### src/sv/pvh_pkg.sv
// Types, constants and carry-less arithmetic for the POLYVAL hash block.
package pvh_pkg;

   localparam int HalfWidth   = 64;
   localparam int BlockWidth  = 2 * HalfWidth;
   localparam int DigitWidth  = 32;
   localparam int DigitCount  = BlockWidth / DigitWidth;
   localparam int CountWidth  = $clog2(DigitCount);
   localparam int PartWidth   = BlockWidth + DigitWidth;

   localparam logic [HalfWidth-1:0]  FoldConst = 64'hc200000000000000;
   localparam logic [CountWidth-1:0] DigitLast = CountWidth'(DigitCount - 1);

   localparam logic CsrKeyLow  = 1'b0;
   localparam logic CsrKeyHigh = 1'b1;

   typedef enum logic [1:0] {
      ST_IDLE,
      ST_MUL,
      ST_WRITE
   } state_type;

   typedef struct packed {
      logic [BlockWidth-1:0] high;
      logic [BlockWidth-1:0] low;
   } prod_type;

   // Carry-less product of a full block and one key digit.
   function automatic logic [PartWidth-1:0] clmul_digit(
      input logic [BlockWidth-1:0] a,
      input logic [DigitWidth-1:0] d
   );
      logic [PartWidth-1:0] r;
      r = '0;
      for (int i = 0; i < DigitWidth; i++) begin
         if (d[i]) begin
            r = r ^ ({{DigitWidth{1'b0}}, a} << i);
         end
      end
      return r;
   endfunction

   // Carry-less 64 by 64 product; used only with the constant fold operand.
   function automatic logic [BlockWidth-1:0] clmul64(
      input logic [HalfWidth-1:0] a,
      input logic [HalfWidth-1:0] b
   );
      logic [BlockWidth-1:0] r;
      r = '0;
      for (int i = 0; i < HalfWidth; i++) begin
         if (b[i]) begin
            r = r ^ ({{HalfWidth{1'b0}}, a} << i);
         end
      end
      return r;
   endfunction

   // One Montgomery folding step on the low two quarters of the product.
   function automatic logic [BlockWidth-1:0] fold_step(input logic [BlockWidth-1:0] w);
      logic [BlockWidth-1:0] f;
      f = clmul64(FoldConst, w[HalfWidth-1:0]);
      return {f[BlockWidth-1:HalfWidth] ^ w[HalfWidth-1:0],
              f[HalfWidth-1:0] ^ w[BlockWidth-1:HalfWidth]};
   endfunction

   // Reduces a 256-bit carry-less product to a * b * x^-128.
   function automatic logic [BlockWidth-1:0] reduce(input prod_type p);
      logic [BlockWidth-1:0] w;
      w = fold_step(fold_step(p.low));
      return p.high ^ w;
   endfunction

endpackage

### src/sv/pvh_mul.sv
// Digit-serial carry-less multiplier: one 32-bit key digit per cycle, low digit first.
module pvh_mul
   import pvh_pkg::*;
(
   input  logic                  clock,
   input  logic                  reset,
   input  logic                  load,
   input  logic [BlockWidth-1:0] cur,
   input  logic [BlockWidth-1:0] key,
   output logic                  done,
   output prod_type              prod
);

   logic                  run_ff, run_in;
   logic [CountWidth-1:0] cnt_ff, cnt_in;
   logic [BlockWidth-1:0] cur_ff, cur_in;
   logic [BlockWidth-1:0] key_ff, key_in;
   logic [BlockWidth-1:0] hi_ff, hi_in;
   logic [BlockWidth-1:0] lo_ff, lo_in;
   logic [PartWidth-1:0]  step;

   always_comb begin
      step   = {{DigitWidth{1'b0}}, hi_ff} ^ clmul_digit(cur_ff, key_ff[DigitWidth-1:0]);
      run_in = run_ff;
      cnt_in = cnt_ff;
      cur_in = cur_ff;
      key_in = key_ff;
      hi_in  = hi_ff;
      lo_in  = lo_ff;
      if (load) begin
         run_in = 1'b1;
         cnt_in = '0;
         cur_in = cur;
         key_in = key;
         hi_in  = '0;
      end else if (run_ff) begin
         cnt_in = cnt_ff + CountWidth'(1);
         key_in = key_ff >> DigitWidth;
         hi_in  = step[PartWidth-1:DigitWidth];
         lo_in  = {step[DigitWidth-1:0], lo_ff[BlockWidth-1:DigitWidth]};
         if (cnt_ff == DigitLast) begin
            run_in = 1'b0;
         end
      end
   end

   always_ff @(posedge clock) begin
      if (reset) begin
         run_ff <= 1'b0;
         cnt_ff <= '0;
      end else begin
         run_ff <= run_in;
         cnt_ff <= cnt_in;
      end
      cur_ff <= cur_in;
      key_ff <= key_in;
      hi_ff  <= hi_in;
      lo_ff  <= lo_in;
   end

   assign done      = run_ff && (cnt_ff == DigitLast);
   assign prod.high = hi_ff;
   assign prod.low  = lo_ff;

endmodule

### config.mk
export PLATFORM = sky130hd
export DESIGN_NAME = pvh_mul
export DESIGN_NICKNAME = d
export VERILOG_FILES = /design/src/sv/pvh_pkg.sv /design/src/sv/pvh_mul.sv
export SDC_FILE = /design/constraint.sdc
export NUM_CORES = 2
export LEC_CHECK = 0
export ABC_AREA = 1
export BUFFER_PORTS_ARGS = -buffer_cell sky130_fd_sc_hd__buf_2
export CORE_UTILIZATION = 30
export DETAILED_ROUTE_END_ITERATION = 6
export PLACE_DENSITY = 0.56
export SYNTH_ARGS = -nofsm -noshare
export SYNTH_HDL_FRONTEND = slang
export SYNTH_SLANG_ARGS = --single-unit
### constraint.sdc
create_clock -name clock -period 9.62 [get_ports clock]
set_input_delay 0.481 -clock clock [delete_from_list [all_inputs] [get_ports clock]]
set_output_delay 0.481 -clock clock [all_outputs]
set_load 0.01 [all_outputs]
Yosys cells after proc, flatten, opt, wreduce, memory -nomap -nowiden
Cells that the tools add are included.

$add $sub $neg: 1. Multipliers: 0. Div/mod/pow operators: 0. $lt $le $gt $ge: 0. Equality and inequality tests: 1. Shift operators: 0. Mux-type cells: 37. Bitwise operators: 33. Reduce and logical (&&, ||, !) cells: 4.

Operator list (number): 160-bit two-way mux (31); 128-bit two-way mux (3); 128-bit by 160-bit XOR with 160-bit output (1); 160-bit by 130-bit XOR with 160-bit output (1); 160-bit by 131-bit XOR with 160-bit output (1); 160-bit by 132-bit XOR with 160-bit output (1); 160-bit by 133-bit XOR with 160-bit output (1); 160-bit by 134-bit XOR with 160-bit output (1); 160-bit by 135-bit XOR with 160-bit output (1); 160-bit by 136-bit XOR with 160-bit output (1); 160-bit by 137-bit XOR with 160-bit output (1); 160-bit by 138-bit XOR with 160-bit output (1); 160-bit by 139-bit XOR with 160-bit output (1); 160-bit by 140-bit XOR with 160-bit output (1); 160-bit by 141-bit XOR with 160-bit output (1); 160-bit by 142-bit XOR with 160-bit output (1); 160-bit by 143-bit XOR with 160-bit output (1); 160-bit by 144-bit XOR with 160-bit output (1); 160-bit by 145-bit XOR with 160-bit output (1); 160-bit by 146-bit XOR with 160-bit output (1); 160-bit by 147-bit XOR with 160-bit output (1); 160-bit by 148-bit XOR with 160-bit output (1); 160-bit by 149-bit XOR with 160-bit output (1); 160-bit by 150-bit XOR with 160-bit output (1); other kinds (18) (20).

Flip-flop bits (word level): 515. Bits in latches: 0. RAM bits: 0. Bits in read-only memories: 0. Input bits: 259. Output and inout port bits: 257. Word-level logic and storage cells: 82. Memories kept: 0.

Logic depth before layout (Yosys ltp)
Depth after elaboration: 64. Depth in mapped cells: 21. Depth with buffers taken out: 19.

Worst setup path after synthesis
No wires, ideal clock.

Path type: input -> register. Start: in load. End: reg key_ff[0] (enable). Library setup time: 0.542 ns. Arrival time: 4.576 ns. Required time: 9.078 ns. Slack: 4.502 ns. Stages: 4. Cells stage by stage: clkbuf_1 > nor2_1 > inv_1 > clkbuf_1.

Word-level cells in the longest chain between the ends: 1.

RTL lines: start, declared (RTL line pvh_mul.sv:7) `input logic load,`; 2-bit nonzero test (no line); end signal, assigned (RTL line pvh_mul.sv:56) `key_ff <= key_in;`; end, declared (RTL line pvh_mul.sv:17) `logic [BlockWidth-1:0] key_ff, key_in;`.

No other way between the ends. A chain may end at the register's enable or synchronous reset.

Final worst setup path
Start: reg key_ff[4]. End: reg lo_ff[123], data pin.

Word-level cells in the longest chain between the ends: 56.

RTL lines: 160-bit two-way mux * (RTL line pvh_pkg.sv:36) `if (d[i]) begin`; 160-bit by 133-bit XOR with 160-bit output (RTL line pvh_pkg.sv:37) `r = r ^ ({{DigitWidth{1'b0}}, a} << i);`; 160-bit two-way mux * (RTL line pvh_pkg.sv:36); 160-bit by 134-bit XOR with 160-bit output (RTL line pvh_pkg.sv:37); 160-bit two-way mux * (RTL line pvh_pkg.sv:36); 160-bit by 135-bit XOR with 160-bit output (RTL line pvh_pkg.sv:37); 160-bit two-way mux * (RTL line pvh_pkg.sv:36); 160-bit by 136-bit XOR with 160-bit output (RTL line pvh_pkg.sv:37); [41 not listed]; 160-bit by 157-bit XOR with 160-bit output (RTL line pvh_pkg.sv:37); 160-bit two-way mux * (RTL line pvh_pkg.sv:36); 160-bit by 158-bit XOR with 160-bit output (RTL line pvh_pkg.sv:37); 160-bit two-way mux * (RTL line pvh_pkg.sv:36); 160-bit by 159-bit XOR with 160-bit output (RTL line pvh_pkg.sv:37); 160-bit two-way mux * (RTL line pvh_pkg.sv:36); 128-bit by 160-bit XOR with 160-bit output * (RTL line pvh_mul.sv:23) `step = {{DigitWidth{1'b0}}, hi_ff} ^ clmul_digit(cur_ff, key_ff[DigitWidth-1:0]);`; net step[27] (RTL line pvh_mul.sv:20) `logic [PartWidth-1:0] step;`; end signal, assigned (RTL line pvh_mul.sv:58) `lo_ff <= lo_in;`; end, declared (RTL line pvh_mul.sv:19) `logic [BlockWidth-1:0] lo_ff, lo_in;`.

Mark *: on every way through the listed nets, which the timed path passes. The rest lies on a longest branch.

==> reports/results.tsv <==
metric	value	unit
Int Pwr	8.97	mW
FF-to-FF path depth	13	
hold path cells	3	
asr flop ratio synth	0	%
largest cells by area after synthesis	nand2_1, xnor2_1, edfxtp_1	
First-pass DRT Iterations	7	
WP depth	13	
Critical Path, Cell by Cell	buf_4, buf_4, buf_4, nand2_1, xnor2_1, xnor2_1, xor2_1, xor2_1, nand2_1, nand2_1, nand2_1, nand2_1, inv_1	
Post-Syn Area	83800	um^2
Worst setup EP type	flip-flop	
top-count cell post-synth	nand2_1	
CP max stage delay	0.79	ns
CTS sink count	514	
clk buf depth	4	
PortBufs	514	
grt ovf	0	
worst path bufs/invs	4	
fin worst setup slack	5.70	ns
min Tclk post-route	3.92	ns
failing checks	design-rule violations	
Hold Fails Final Rpt	0	
H-Tree Depth	3	
fraction of layout instances using a drive strength above 1	6.71	%
Commonest cells post-synth	nand2_1, xnor2_1, xor2_1	
die height	530	um
DP HPWL	207	mm
register area share after synthesis	16.9	%
Net Sw Power	9.24	mW
antenna-violating nets left	0	
clk root buf	clkbuf_16	
Logic pwr share	64.0	%
CTS clk-pin slew, worst paths	0.07	ns
leakage	44.6	nW
Worst Hold Class	primary input to flip-flop	
result of the run	complete, but fails checks	
die width	530	um
Setup Skew	0.0537	ns
register share of total power	18.5	%
vias in the first global route	76900	
Clock Latency Late Sink	0.81	ns
Final Cell Area	92400	um^2
Mapped Nets	14000	
min-delay src	key[20]	
worst-case vdd ir drop	0.129	mV
Starting Density	30.2	%
Hold Crit Endpoint	key_ff[20]	
crit path max fanout	55	
pwr dens	197	nW/um^2
core area	277000	um^2
drt total wl	368	mm
Worst Path Arrival	4.48	ns
Syn Inst Count	13700	
Slew @ Worst Pin	1.12	ns
Final period util	40.8	%
vias	85300	
YS warnings	0	
Clock power frac	17.5	%
mean post-synth cell area	6.11	um^2
drt initial violations	9679	
area grow syn2layout	10.4	%
Distinct cells, synth	37	
Reg2Reg Setup Slack	5.70	ns
drt drc	6	
setup TNS	0	ns
Crit path max-delay family	buffers and inverters	
Slew headroom	25.5	%
RSZ-0062 raised after global routing	no	
die area	281000	um^2
post_cts resized	0	
Cell Area, Placed	87300	um^2
top-level I/O count	516	
slowest cell on the critical path	buf_4	
Top FF cell, synth	edfxtp_1	
pre-CTS setup slack	5.83	ns
Max Cap Viol	0	
Worst R2R End	lo_ff[123]	
first-pass GRT wire length	527	mm
Critical Path Source Type	flip-flop	
TritonCTS clock tree	done	
routability congestion estimate	0.851	
GRT Total Usage	25.3	%
Final Setup Violations	0	
Peak Freq	255	MHz
reg2reg start	key_ff[4]	
top cell type's share of synthesized area	31.7	%
TritonCTS Buffers	82	
#FFs+latches synth	514	
site row count	193	
switching share of power	50.7	%
Req. time, crit path	10.18	ns
most frequent CP cell	nand2_1	
DR WL/cell	20.9	um
Vias/cell	4.85	
initial antenna violation count	31	
number of synthesized flops with an enable pin	384	
Slew Viols, Final	0	
leading area contributor after synthesis	nand2_1	
NumNets Final	14100	
CP Class	flip-flop to flip-flop	
largest net degree at the start of global routing	133	
area by class of cell:
class | instances | area (um^2)
multi-input combinational | 11300 | 60400
inverter | 986 | 3710
sequential | 514 | 14100
clock buffer | 104 | 2210
antenna | 8 | 20.0
tap | 3705 | 4640
timing repair buffer | 967 | 6830
fill | 30000 | 185000
clock inverter | 42 | 497
cell usage in the layout (no fill, tap or decap), types with 83 or more instances in the layout:
cell	Yosys	final
nand2_1	7079	7079
xnor2_1	2058	2058
xor2_1	1113	1113
inv_1	985	984
nand3_1	612	612
buf_2	575	513
edfxtp_1	384	384
dlygate4sd3_1	0	238
buf_4	184	195
nand3b_1	171	171
dfxtp_1	130	130
clkbuf_16	0	83
worst register-to-register path, cell delays in order, from the launching register on:
cell	delay, ns
edfxtp_1	0.32
buf_4	0.41
buf_4	0.78
buf_4	0.89
nand2_1	0.18
xnor2_1	0.23
xnor2_1	0.16
xor2_1	0.26
xor2_1	0.16
nand2_1	0.08
nand2_1	0.06
nand2_1	0.05
nand2_1	0.06
inv_1	0.03
kinds of logic (layout without fill, tap and decap cells):
group                      count (synthesis)  in the layout  share of synthesized area, %
other                                      1              9                       0.00448
xor gates and xnor gates                3201           3201                          33.8
buffers and inverters                   1937           2099                          11.0
AOI/OAI and AO/OA                         31             31                         0.209
and+or+nand+nor                         8034           8034                          38.1
DFF                                      514            514                          16.9
adders and majority gates                  1              1                        0.0149
worst max-delay path by stage:
stage	startpoint	to	slack (ns)
detailed placement	key_ff[4]	lo_ff[125]	5.83
CTS	key_ff[4]	lo_ff[125]	5.80
global route	key_ff[4]	hi_ff[29]	5.48
floorplan	load	key_ff[0]	4.50
global placement	key_ff[4]	lo_ff[127]	5.87
finish	key_ff[4]	lo_ff[123]	5.70
layer usage:
| layer | routed length, um | global-route usage (%) | vias to the layer above |
|---|---|---|---|
| li1 | - | - | 41000 |
| met1 | 158000 | 35.1 | 38800 |
| met2 | 150000 | 37.7 | 4620 |
| met3 | 42700 | 5.01 | 869 |
| met4 | 17300 | 10.4 | 28 |
| met5 | 161 | 0 | - |
through the flow:
step	util, %	total power, mW	hold slack [ns]	cells
floorplan	-	11.8	0.438	13700
finish	33.4	18.2	0.0536	17600
detailed placement	31.5	14.8	0.427	17200
global route	33.4	19.6	0.0511	17600
CTS	33.4	18.1	0.00550	17600
global placement	31.5	14.6	0.422	17200
state kept, by name, indices dropped and copies added, names as in the netlist:
signal,flops
cur_ff,128
key_ff,128
lo_ff,128
hi_ff,127
cnt_ff,2
run_ff,1
timing repair:
item / 4_1_cts / 5_1_grt
endpoints found under the setup margin: 0 / 0
endpoints found under the hold margin: 240 / 0
hold buffers: 238 / 0
setup buffers: 0 / 0
power groups by stage:
stage / logic [mW] / clock network, mW / registers (mW)
2_1_floorplan: 8.57 / 0 / 3.18
3_3_place_gp: 11.2 / 0 / 3.42
3_5_place_dp: 11.3 / 0 / 3.41
4_1_cts: 11.5 / 3.28 / 3.37
5_1_grt: 12.8 / 3.34 / 3.38
6_report: 11.7 / 3.18 / 3.37
Power figures use the tool's default switching activity.
